### src/design/cdvh_pkg.sv
`default_nettype none

package cdvh_pkg;

    localparam int MAX_LEVEL   = 300;
    localparam int MAX_VOXELS  = 1048576;
    localparam int NUM_CELLS   = MAX_LEVEL + 1;

    localparam int DOSE_W      = 32;
    localparam int FRAC_W      = 8;
    localparam int STEP_W      = 16;
    localparam int UNIT_W      = STEP_W + FRAC_W;
    localparam int LEVEL_W     = 9;
    localparam int OUT_CNT_W   = 21;
    localparam int CNT_W       = $clog2(MAX_VOXELS + 1);
    localparam int LVL_W       = $clog2(MAX_LEVEL + 1);
    localparam int IDX_W       = (LVL_W > LEVEL_W) ? LVL_W : LEVEL_W;
    localparam int INFL_W      = $clog2(NUM_CELLS + 1);

    localparam logic [STEP_W-1:0] DOSE_STEP_RST = STEP_W'(100);
    localparam logic [CNT_W-1:0]  CNT_MAX       = CNT_W'(MAX_VOXELS);

    typedef enum logic [1:0] {
        CMD_ADD   = 2'd0,
        CMD_QUERY = 2'd1,
        CMD_CLEAR = 2'd2
    } t_cmd;

    typedef enum logic [1:0] {
        CLS_PROSTATE = 2'd0,
        CLS_URETHRA  = 2'd1,
        CLS_RECTUM   = 2'd2,
        CLS_NORMAL   = 2'd3
    } t_cls;

    localparam int NUM_CLS = 4;

    typedef logic [CNT_W-1:0] t_cnt;

    typedef struct packed {
        logic                valid;
        t_cmd                cmd;
        t_cls                cls;
        logic                below;
        logic [DOSE_W-1:0]   rem;
        logic [UNIT_W-1:0]   unit;
        logic [LEVEL_W-1:0]  level;
        t_cnt                cnt_prostate;
        t_cnt                cnt_urethra;
        t_cnt                cnt_rectum;
        t_cnt                cnt_normal;
    } t_beat;

endpackage

`default_nettype wire

### src/design/cdvh_cell.sv
`default_nettype none

module cdvh_cell (
    input  wire logic                        i_clk,
    input  wire logic                        i_rst_n,
    input  wire logic [cdvh_pkg::IDX_W-1:0]  i_index,
    input  wire cdvh_pkg::t_beat             i_beat,
    output cdvh_pkg::t_beat                  o_beat
);

    logic                              r_vld;
    cdvh_pkg::t_beat                   r_pay;
    cdvh_pkg::t_beat                   n_pay;
    cdvh_pkg::t_cnt                    r_cnt [cdvh_pkg::NUM_CLS];
    cdvh_pkg::t_cnt                    n_cnt [cdvh_pkg::NUM_CLS];
    logic [cdvh_pkg::DOSE_W:0]         w_diff;
    logic                              w_hit;
    logic                              w_clr;
    logic                              w_match;

    assign w_hit   = i_beat.valid && (i_beat.cmd == cdvh_pkg::CMD_ADD) && !i_beat.below;
    assign w_clr   = i_beat.valid && (i_beat.cmd == cdvh_pkg::CMD_CLEAR);
    assign w_match = i_beat.valid && (i_beat.cmd == cdvh_pkg::CMD_QUERY)
                     && (cdvh_pkg::IDX_W'(i_beat.level) == i_index);
    assign w_diff  = {1'b0, i_beat.rem}
                     - {{(cdvh_pkg::DOSE_W + 1 - cdvh_pkg::UNIT_W){1'b0}}, i_beat.unit};

    always_comb begin
        for (int c = 0; c < cdvh_pkg::NUM_CLS; c++) begin
            n_cnt[c] = r_cnt[c];
            if (w_clr) begin
                n_cnt[c] = '0;
            end else if (w_hit && (i_beat.cls == cdvh_pkg::t_cls'(c))
                         && (r_cnt[c] < cdvh_pkg::CNT_MAX)) begin
                n_cnt[c] = r_cnt[c] + cdvh_pkg::CNT_W'(1);
            end
        end
    end

    // threshold of the next level: remainder minus one step, sticky once below
    always_comb begin
        n_pay = i_beat;
        if (!i_beat.below) begin
            if (w_diff[cdvh_pkg::DOSE_W]) begin
                n_pay.below = 1'b1;
            end else begin
                n_pay.rem = w_diff[cdvh_pkg::DOSE_W-1:0];
            end
        end
        if (w_match) begin
            n_pay.cnt_prostate = r_cnt[cdvh_pkg::CLS_PROSTATE];
            n_pay.cnt_urethra  = r_cnt[cdvh_pkg::CLS_URETHRA];
            n_pay.cnt_rectum   = r_cnt[cdvh_pkg::CLS_RECTUM];
            n_pay.cnt_normal   = r_cnt[cdvh_pkg::CLS_NORMAL];
        end
    end

    always_ff @(posedge i_clk) begin
        if (!i_rst_n) begin
            r_vld <= 1'b0;
            for (int c = 0; c < cdvh_pkg::NUM_CLS; c++) begin
                r_cnt[c] <= '0;
            end
        end else begin
            r_vld <= i_beat.valid;
            for (int c = 0; c < cdvh_pkg::NUM_CLS; c++) begin
                r_cnt[c] <= n_cnt[c];
            end
        end
    end

    always_ff @(posedge i_clk) begin
        r_pay <= n_pay;
    end

    always_comb begin
        o_beat       = r_pay;
        o_beat.valid = r_vld;
    end

endmodule

`default_nettype wire

### config.mk
export PLATFORM = sky130hd
export DESIGN_NAME = cdvh_cell
export DESIGN_NICKNAME = d
export VERILOG_FILES = /design/src/design/cdvh_pkg.sv /design/src/design/cdvh_cell.sv
export SDC_FILE = /design/constraint.sdc
export NUM_CORES = 1
export LEC_CHECK = 0
export BUFFER_PORTS_ARGS = -buffer_cell sky130_fd_sc_hd__buf_2
export CAP_MARGIN = 25
export CORE_ASPECT_RATIO = 1.1
export CORE_MARGIN = 5
export CORE_UTILIZATION = 45
export DETAILED_ROUTE_END_ITERATION = 7
export PLACE_DENSITY = 0.82
export SKIP_LAST_GASP = 1
export SLEW_MARGIN = 25
export SYNTH_ARGS = -nofsm -noshare
export SYNTH_HDL_FRONTEND = slang
export SYNTH_SLANG_ARGS = --single-unit
### constraint.sdc
create_clock -name i_clk -period 2.5 [get_ports i_clk]
set_clock_uncertainty 0.2 [all_clocks]
set_input_delay 0.125 -clock i_clk [delete_from_list [all_inputs] [get_ports i_clk]]
set_output_delay 0.125 -clock i_clk [all_outputs]
set_load 0.1 [all_outputs]
# After elaboration in Yosys (flattened, before gate mapping)
# Memory sizes are Yosys's and may differ from the RTL's.
# Index checks and enable logic that the tools add are counted.
# classes
add_sub_neg	5
n_lt_le_gt_ge	4
n_eq_ne	6
mux	18
bitwise_logic	4
reduce_logical	16
# ops
cell	count
$mux W21	12
$add A21 B1 Y21 const B	4
$lt A21 B21 Y1 const B	4
$mux W84	1
$mux W32	2
$sub A32 B24 Y33	1
$logic_and A1 B1 Y1	13
$eq A9 B9 Y1	1
$eq A2 B2 Y1 const B	3
$eq A2 B1 Y1 const B	2
$logic_not A2 Y1	2
$or A1 B1 Y1	4
$mux W1	3
$logic_not A1 Y1	1
# word_totals
register_bits	155
mem_bits_rw	84
in_bits	166
out_inout_bits	155
n_memories	1
# mem_list
name	depth	word_bits	rd	rd_ports_with_merged_regs	wr	line_no	source
r_cnt	4	21	4	0	4	cdvh_cell.sv:14	cdvh_pkg::t_cnt r_cnt [cdvh_pkg::NUM_CLS];

# Depth between registers and ports, before layout
# Gate-level depths: netlist of the first run.
# depth
depth_word	8
ltp_mapped	13

# Worst setup path after synthesis of the first run
# OpenSTA, ideal clock, no wires.
# synth_path
path_kind	input to register
from	in i_beat[117] in the netlist's numbering
to	reg r_pay, in the netlist o_beat[147]
t_arrival_ps	2366
slack_ps	-184
stages	11
path_buffers	0
path_cell_list	inv_1 -> ha_1 -> fa_1 -> nor2b_1 -> o2111ai_1 -> a21oi_1 -> o2111ai_1 -> a21oi_1 -> o211ai_1 -> or3_1 -> xnor2_1
# synth_lines
element	line_no	source
start: declaration	cdvh_cell.sv:7	input wire cdvh_pkg::t_beat i_beat,
end signal: assignment	cdvh_cell.sv:73	r_pay <= n_pay;
end: declaration	cdvh_cell.sv:12	cdvh_pkg::t_beat r_pay;

==> results of run 1 <==
[routing by layer]
layer,track usage,vias to the layer above
met5,0,-
met3,0.07570,180
met4,0.1462,0
met1,0.2543,4454
met2,0.4997,629
li1,-,4362
[worst max-delay path: cells and delay by family]
family | cells | cell delay [ps]
AOI/OAI and AO/OA | 5 | 950
adders and majority gates | 2 | 560
and+or+nand+nor | 2 | 590
xor gates and xnor gates | 1 | 140
buffers and inverters | 2 | 300
[how the worst max path moves through the flow]
stage / slack [ps] / end / depth (start not counted) / start
3_3_place_gp: -410 / o_beat[147] / 11 / i_beat[93]
2_1_floorplan: -30 / o_beat[147] / 11 / i_beat[117]
5_1_grt: -60 / o_beat[132] / 13 / i_beat[94]
6_report: 30 / o_beat[147] / 12 / i_beat[93]
3_5_place_dp: -470 / o_beat[147] / 11 / i_beat[93]
4_1_cts: 0.9 / o_beat[146] / 12 / i_beat[130]
[cell families (layout without fill, tap and decap cells)]
| group | Yosys count | in the layout | share of synthesized area |
|---|---|---|---|
| flip-flops | 239 | 239 | 0.5031 |
| adder cells (fa/ha/maj) | 29 | 29 | 0.03894 |
| buffers and inverters | 64 | 632 | 0.02684 |
| XOR/XNOR | 99 | 99 | 0.09117 |
| AND/OR/NAND/NOR | 309 | 309 | 0.1587 |
| multiplexers | 85 | 85 | 0.1003 |
| AO/OA/AOI/OAI | 127 | 127 | 0.08104 |
| other | 0 | 3 | 0 |
[layout make-up]
cell class / instances / area (um2)
Antenna cell: 3 / 7.507
Multi-Input combinational cell: 649 / 4642
Inverter: 36 / 135.1
Sequential cell: 239 / 4785
Fill cell: 1301 / 6176
Tap cell: 285 / 356.6
Clock inverter: 12 / 143.9
Timing Repair Buffer: 552 / 3796
Clock buffer: 32 / 671.9
[metrics by stage]
step	worst slack [ps]	TNS, ps	instances
after floorplan	-25.93	-25.93	952
after global routing	-60.12	-340.5	1807
after CTS	0.8622	0	1795
after global placement	-407.8	-8514	1604
after detailed placement	-465.3	-10380	1604
final	26.12	0	1808
[flip-flops by register name, indices dropped and copies added (netlist names)]
signal and count:
o_beat 154, r_cnt 84, r_vld 1
[where the power goes]
part,switching (mW),leakage [nW],internal (mW),total [mW]
Combinational,1.87,4.16,0.702,2.57
Clock,1.53,0.399,2.21,3.73
Sequential,0.0564,1.98,3.98,4.04
[cells in the final DEF (no fill, tap or decap), types with 10 or more instances in the layout]
cell type and n:
inv_1 34, nand3_1 27, buf_2 316, a21oi_1 30
ha_1 25, nand4_1 10, clkbuf_16 26, and3_1 16
nand2_1 94, xnor2_1 30, dlygate4sd3_1 152, nor2_1 91
buf_4 77, nor3_1 10, mux2_2 82, xor2_1 69
or3_1 13, o21ai_0 44, dfxtp_1 239
[repair_timing]
action                     CTS  global route
setup buffers                0             6
setup endpoints to repair    0            57
hold buffers               147             5
hold endpoints to repair   166             9
resized for setup            0            34
==> key figures, run 1 <==
Setup path
  – Critical Path Slowest Stage Cell: or3_1
  – Worst r2r src: r_cnt[2][0]
  – Worst r2r dst: r_cnt[2][14]
  – Critical path peak fanout: 4
  – CP endpoint kind: flip-flop
  – Setup crit start kind: input pin
  – Required @ worst endpoint: 2690 ps
  – Critical path type: input pin to flip-flop
  – WP data arrival: 2670 ps
  – Slowest cell delay on critical path: 410 ps
  – Worst R2R Path Depth: 7
  – Flop2flop setup slack: 410 ps
  – Critical path cell sequence: buf_2, ha_4, fa_2, nor2b_4, o2111ai_4, a21oi_4, o2111ai_2, a21oi_2, buf_4, o211ai_1, or3_1, xnor2_1

Yosys
  – Commonest cells post-synth: dfxtp_1, nand2_1, nor2_1
  – Yosys warns: 0
  – FFs w/ async S/R, synth: 0
  – Most common flop cell mapped by yosys: dfxtp_1
  – Area leader, netlist: dfxtp_1
  – EDFF count, synth: 0
  – Top cell type's share of synthesized area: 0.5031
  – Synthesized area: 9510 um2
  – Mean post-synth cell area: 9.990 um2
  – Synth area leaders: dfxtp_1, mux2_2, xor2_1
  – Post-Syn Nets: 1,147
  – Gate Count Post-Synth: 952
  – Synth Register Bits: 239
  – Count leader, synth: dfxtp_1
  – Sequential share of the synthesized area: 0.5031
  – Synth cell types: 54

Routing
  – Via count: 9,625
  – Drt drc: 0
  – Post-DR wirelength/cell: 19.34 um
  – Met3 Wirelength: 3.256 mm
  – Initial DRT Pass Iterations: 5
  – Via density: 5.324
  – WL met1: 11.33 mm
  – Routed wire length: 34.97 mm
  – Iter 0 DRT Violations: 497
  – Met2 WL post-DR: 18.08 mm
  – Top layer in use: met4
  – Post-route ant nets: 0

Placement
  – Detailed Place HPWL: 19.96 mm
  – IO Port Bufs: 320
  – Placed Area: 11,970 um2
  – Placer Congestion: 0.9075

Global route
  – Vias in the first global route: 9,962
  – Total grt overflow: 0
  – Antenna violations before repair: 2
  – First-pass GRT wire length: 51.16 mm
  – Largest net degree at the start of global routing: 87
  – GRT Resource Usage Total: 0.2641

Worst hold path
  – Hold path endpoint: o_beat[93]
  – Hold Crit Start: i_beat[93]
  – Hold Crit Depth: 1
  – Worst min path class: input pin to flip-flop

Clock network
  – Clock Latency Late Sink: 500 ps
  – H-tree Lvls: 1
  – Clock-pin transition on the worst setup and hold timing paths: 60 ps
  – CTS buffer count: 24
  – Num Clock Sinks: 239
  – Clock root buffer: clkbuf_16
  – TritonCTS clock tree: yes
  – CTS max path bufs: 3

Die
  – Die span in y: 162.5 um
  – I/O pin total: 321
  – Die ar.: 24,140 um2
  – Cell row count: 55
  – Die width: 148.6 um
  – Initial Util: 0.4591
  – Core ar.: 20,710 um2

Cells and area
  – Cell area after layout: 14,540 um2
  – Fin nets: 1,697
  – Area growth, synth to finish: 52.86%
  – Layout cells sized above 1: 0.3651
  – Final core utilization: 0.7018

Power
  – Leakage: 6.543 nW
  – Pwr Total: 10.34 mW
  – Worst vdd rail ir drop: 0.7395 mV
  – Pwr dens: 711.4 nW/um2

STA
  – Minimum clock period after layout: 2474 ps
  – Setup-failing EPs final: 0
  – Pins Over Slew Limit: 0
  – Hold Vio Cnt, Final: 4
  – Max Clk Rate: 0.4042 GHz
  – Slew HR: 0.6347
  – RSZ-0062 raised after global routing: true
  – Post-route clock period utilization: 0.9896
  – Slew @ Worst Pin: 542.2 ps
  – Hold WS: -423.4 ps

Outcome
  – Failing checks: hold timing
  – Status: complete, but fails checks

Run
  – Max Cap Viol: 0
Note: power is estimated with default switching activity, not from simulation.
==> run 2, diff against run 1 <==
--- a/config.mk
+++ b/config.mk
@@ -5,7 +5,7 @@
 export SDC_FILE = /design/constraint.sdc
 export NUM_CORES = 1
 export LEC_CHECK = 0
-export BUFFER_PORTS_ARGS = -buffer_cell sky130_fd_sc_hd__buf_2
+export BUFFER_PORTS_ARGS = -buffer_cell sky130_fd_sc_hd__clkbuf_2
 export CAP_MARGIN = 25
 export CORE_ASPECT_RATIO = 1.1
 export CORE_MARGIN = 5
==> key figures, run 2 (synthesized netlist as in run 1, its figures left out) <==
Outcome
  – Status: complete, but fails checks
  – Failing checks: hold timing, setup timing

STA
  – Final setup margin: -31.69 ps
  – Pins Over Slew Limit: 0
  – RSZ-0062 raised after global routing: true
  – Slew HR: 0.5145
  – Hold WS: -465.0 ps
  – Minimum clock period after layout: 2532 ps
  – Hold Vio Cnt, Final: 4
  – Slew @ Worst Pin: 720.6 ps
  – Post-route clock period utilization: 1.013
  – Setup-failing EPs final: 4
  – Max Clk Rate: 0.3950 GHz

Placement
  – Placer Congestion: 0.8957
  – Detailed Place HPWL: 20.30 mm
  – Placed instance count: 1,601
  – IO Port Bufs: 320

Global route
  – Total grt overflow: 0
  – First-pass GRT wire length: 50.41 mm
  – Largest net degree at the start of global routing: 87
  – GRT Resource Usage Total: 0.2581
  – Vias in the first global route: 9,837
  – Antenna violations before repair: 1

Routing
  – Post-route ant nets: 0
  – Via count: 9,545
  – Initial DRT Pass Iterations: 5
  – Via density: 5.303
  – Post-DR wirelength/cell: 19.28 um
  – Drt drc: 0
  – Routed wire length: 34.70 mm
  – Iter 0 DRT Violations: 538

Setup path
  – Worst r2r dst: r_cnt[2][18]
  – Setup crit start kind: input pin
  – Critical path type: input pin to flip-flop
  – CP endpoint kind: flip-flop
  – WP data arrival: 2710 ps
  – Flop2flop setup slack: 380 ps
  – Critical Path Slowest Stage Cell: fa_2
  – Required @ worst endpoint: 2680 ps
  – Critical path peak fanout: 21
  – Critical path cell sequence: clkbuf_2, inv_1, ha_1, fa_2, nor2b_1, o2111ai_2, a21oi_2, o2111ai_2, a21oi_4, o21bai_4, buf_4, clkbuf_16, nand2_1, o21ai_0
  – Worst r2r src: r_cnt[2][0]
  – Worst R2R Path Depth: 8
  – Worst path most repeated cell: o2111ai_2
  – Slowest cell delay on critical path: 370 ps

Power
  – Part of the power in registers: 0.397
  – Internal power: 6.800 mW
  – Comb power frac: 0.250
  – Clock network power share: 0.353
  – Net Sw Frac: 0.3328
  – Worst vdd rail ir drop: 0.5088 mV
  – Leakage: 6.588 nW
  – Net switching power: 3.392 mW
  – Pwr dens: 705.1 nW/um2

Clock network
  – Clock root buffer: clkbuf_16
  – H-tree Lvls: 1
  – TritonCTS clock tree: yes
  – Clock Latency Late Sink: 510 ps
  – Num Clock Sinks: 239
  – CTS buffer count: 24
  – CTS max path bufs: 3
  – Clock-pin transition on the worst setup and hold timing paths: 70 ps

Cells and area
  – Commonest non-fill, non-tap cells in the layout: clkbuf_2, dfxtp_1, dlygate4sd3_1
  – Area growth, synth to finish: 51.98%
  – Post-route insts no fill: 1,800
  – Layout cells sized above 1: 0.3554
  – Commonest non-fill, non-tap cell in the layout: clkbuf_2
  – Fin nets: 1,694
  – Max reg flops: 154
  – Layout fillers: 1,340

Die
  – Die span in y: 162.5 um
  – I/O pin total: 321
  – Initial Util: 0.4591
  – Cell row count: 55
  – Die ar.: 24,140 um2
  – Die width: 148.6 um
  – Core ar.: 20,710 um2

Run
  – Max Cap Viol: 0

Worst hold path
  – Hold Crit Start: i_beat[93]
  – Hold path endpoint: o_beat[93]
  – Worst min path class: input pin to flip-flop
  – Hold Crit Depth: 1
## run 2: cell types whose count changed in the layout (fill, tap and decap cells not counted), moves of 5 or more
cell      previous run  this run
buf_2              316         0
buf_4               77        69
clkbuf_2             0       320
clkbuf_8             2         7
clkinv_2             6         1
## run 2: power by group through the flow
stage	Combinational, mW	Clock (mW)	Sequential (mW)
finish	2.55	3.60	4.05
global route	2.63	3.83	4.06
detailed placement	2.22	0	4.12
global placement	2.21	0	4.11
floorplan	0.423	0	5.35
CTS	2.42	3.63	4.03
## run 2: final cells by class
cell class / instances / area (um2) / share of cell area
Clock inverter: 3 / 43.79 / 0.003030
Clock buffer: 38 / 744.5 / 0.05151
Inverter: 36 / 135.1 / 0.009349
Timing Repair Buffer: 549 / 3777 / 0.2613
Sequential cell: 239 / 4785 / 0.3310
Antenna cell: 1 / 2.502 / 0.0001731
Multi-Input combinational cell: 649 / 4609 / 0.3189
Tap cell: 285 / 356.6 / 0.02467
## run 2: worst max path at each step
stage	endpoint	depth (start not counted)	from	slack, ps
2_1_floorplan	o_beat[147]	11	i_beat[117]	-30
4_1_cts	o_beat[145]	10	i_beat[136]	30
5_1_grt	o_beat[147]	12	i_beat[117]	-100
3_5_place_dp	o_beat[147]	12	i_beat[117]	-470
6_report	o_beat[122]	14	i_beat[117]	-30
3_3_place_gp	o_beat[147]	12	i_beat[117]	-450
## run 2: worst max-delay path: cells and delay by family
| kind | cells | cell delay [ps] |
|---|---|---|
| simple gates | 2 | 340 |
| buf+inv | 4 | 480 |
| compound gates | 6 | 1170 |
| fa+ha+maj | 2 | 570 |
## run 2: timing repair
action                     CTS  global route
hold buffers               146             8
buffers inserted             0             2
resized for setup            0            22
hold endpoints to repair   156            10
setup endpoints to repair    0            52
## run 2: routing by layer
layer / vias up / wire, um / global-route usage
met5: - / 0 / 0
met3: 165 / 3253 / 0.07320
met2: 588 / 18160 / 0.4972
li1: 4352 / - / -
met4: 0 / 1959 / 0.1193
met1: 4440 / 11320 / 0.2516
## run 2: stage by stage
| step | TNS, ps | total power [mW] | setup WS (ps) | instance area [um2] | util |
|---|---|---|---|---|---|
| floorplan | -25.93 | 5.773 | -25.93 | 9517 | - |
| global placement | -9904 | 6.322 | -445.3 | 11960 | 0.5774 |
| detailed placement | -10530 | 6.340 | -469.5 | 11960 | 0.5774 |
| CTS | 0 | 10.09 | 30.44 | 14210 | 0.6860 |
| global route | -580.4 | 10.52 | -100.8 | 14450 | 0.6978 |
| finish | -84.26 | 10.19 | -31.69 | 14450 | 0.6978 |
==> run 3, diff against run 2 <==
==> constraint.sdc (replaced) <==
create_clock -name i_clk -period 2.03 [get_ports i_clk]
set_clock_uncertainty 0.2 [all_clocks]
set_input_delay 0.1015 -clock i_clk [delete_from_list [all_inputs] [get_ports i_clk]]
set_output_delay 0.1015 -clock i_clk [all_outputs]
set_load 0.1 [all_outputs]
==> key figures, run 3 (synthesized netlist as in run 1, its figures left out) <==
Cells and area
  – Cell area after layout: 15,610 um2
  – Commonest non-fill, non-tap cell in the layout: clkbuf_2
  – Area growth, synth to finish: 64.18%
  – Post-route insts no fill: 1,889
  – Max reg flops: 154
  – Commonest non-fill, non-tap cells in the layout: clkbuf_2, dfxtp_1, dlygate4sd3_1
  – Layout fillers: 1,123
  – Layout cells sized above 1: 0.4111
  – Fin nets: 1,782

Run
  – Max Cap Viol: 0

Placement
  – Placed instance count: 1,659
  – Placer Congestion: 0.9021
  – Placed Area: 12,470 um2
  – Detailed Place HPWL: 21.66 mm
  – Setup WS pre-CTS: -744.2 ps
  – IO Port Bufs: 320

Global route
  – Total grt overflow: 0
  – GRT Resource Usage Total: 0.3180
  – Largest net degree at the start of global routing: 50
  – Antenna violations before repair: 1
  – First-pass GRT wire length: 60.76 mm
  – Vias in the first global route: 11,170

Setup path
  – Critical path cell sequence: buf_4, ha_4, fa_2, nor2b_4, o2111ai_4, a21oi_4, o2111ai_2, a21oi_2, buf_6, o21bai_4, buf_6, o21ai_2
  – CP endpoint kind: flip-flop
  – Worst path most repeated cell: buf_6
  – CP delay by family, top: compound AO/OA/AOI/OAI gates
  – Crit path buffers/inverters: 3
  – Required @ worst endpoint: 2240 ps
  – Setup crit start kind: input pin
  – Critical path type: input pin to flip-flop
  – Slowest cell delay on critical path: 430 ps
  – WP data arrival: 2790 ps
  – Critical Path Slowest Stage Cell: fa_2
  – Critical path peak fanout: 6

Outcome
  – Failing checks: setup timing
  – Status: complete, but fails checks

Power
  – Leakage: 7.182 nW
  – Worst vdd rail ir drop: 0.6968 mV
  – Pwr dens: 859.2 nW/um2

Clock network
  – Clock root buffer: clkbuf_16
  – H-tree Lvls: 1
  – Num Clock Sinks: 239
  – TritonCTS clock tree: yes
  – CTS max path bufs: 3
  – Clock-pin transition on the worst setup and hold timing paths: 80 ps
  – CTS buffer count: 25
  – Clock Latency Late Sink: 510 ps

STA
  – Hold Vio Cnt, Final: 0
  – Minimum clock period after layout: 2582 ps
  – Slew HR: 0.4522
  – Slew @ Worst Pin: 813.1 ps
  – Post-route clock period utilization: 1.272
  – Hold WS: 11.44 ps
  – Pins Over Slew Limit: 0
  – Max Clk Rate: 0.3873 GHz
  – Final setup margin: -551.9 ps
  – RSZ-0062 raised after global routing: true
  – Setup-failing EPs final: 33

Routing
  – Routed wire length: 43.65 mm
  – Drt drc: 0
  – Via density: 5.613
  – Iter 0 DRT Violations: 787
  – Via count: 10,600
  – Post-route ant nets: 0
  – Initial DRT Pass Iterations: 6
  – Post-DR wirelength/cell: 23.11 um

Die
  – Core ar.: 20,710 um2
  – Die span in y: 162.5 um
  – Die ar.: 24,140 um2
  – Die width: 148.6 um
  – Cell row count: 55
  – I/O pin total: 321
  – Initial Util: 0.4591

Worst hold path
  – Worst min path class: input pin to flip-flop
==> run 3: cell types whose count changed in the layout (fill, tap and decap cells not counted), moves of 10 or more <==
cell / before / now
buf_4: 69 / 136
dlygate4sd3_1: 154 / 171
nand2_1: 95 / 82
nand2_4: 0 / 12
o21ai_0: 44 / 22
o21ai_1: 1 / 11
o21ai_2: 0 / 12
==> run 3: worst min-delay path, delay by kind of cell <==
kind	cells	cell delay, ps
buffers and inverters	1	120
AO/OA/AOI/OAI	1	80
adder cells (fa/ha/maj)	1	230
XOR/XNOR	1	140
==> run 3: timing repair <==
action / in CTS / in global routing
setup buffers: 4 / 8
setup endpoints to repair: 33 / 51
hold buffers: 161 / 12
hold endpoints to repair: 157 / 11
resized for setup: 29 / 66
cloned: 2 / 1
pin swaps: 17 / 19
==> run 3: final cells by class <==
class                           count  area [um2]  area share
Multi-Input combinational cell    649        4897      0.3136
Sequential cell                   239        4786      0.3065
Timing Repair Buffer              636        4577      0.2931
Clock buffer                       31       678.2     0.04343
Tap cell                          285       356.6     0.02284
Clock inverter                     12       171.4     0.01098
Inverter                           36       145.1    0.009296
Antenna cell                        1       2.502   0.0001603
==> run 3: per-layer routing <==
metal	GRT usage	wire, um	vias up
met1	0.3137	13700	4845
met5	0	0	-
met2	0.5758	21050	874
met3	0.08405	4645	344
met4	0.2218	4249	0
li1	-	-	4540
==> run 3: path summary, 6_finish.rpt <==
| check | startpoint | end | slack (ps) | cells past startpoint |
|---|---|---|---|---|
| max reg2reg | r_cnt[2][20] | r_cnt[2][14] | 10 | 7 |
| min | i_beat[126] | o_beat[126] | 10 | 4 |
| min reg2reg | r_cnt[3][17] | r_cnt[3][17] | 310 | 2 |
| max | i_beat[93] | o_beat[122] | -550 | 12 |
==> run 3: metrics by stage <==
| step | util | setup TNS [ps] | total power [mW] |
|---|---|---|---|
| floorplan | - | -7070 | 7.137 |
| global placement | 0.6022 | -22900 | 7.891 |
| detailed placement | 0.6022 | -27080 | 7.929 |
| CTS | 0.7337 | -996.4 | 13.00 |
| global route | 0.7538 | -14830 | 13.76 |
| finish | 0.7538 | -14420 | 13.42 |
==> run 3: power by group <==
part / internal [mW] / switching, mW / total [mW]
sequential: 4.90 / 0.0956 / 5.00
combinational: 1.01 / 2.54 / 3.55
clock: 2.88 / 1.99 / 4.87
total: 8.79 / 4.62 / 13.4
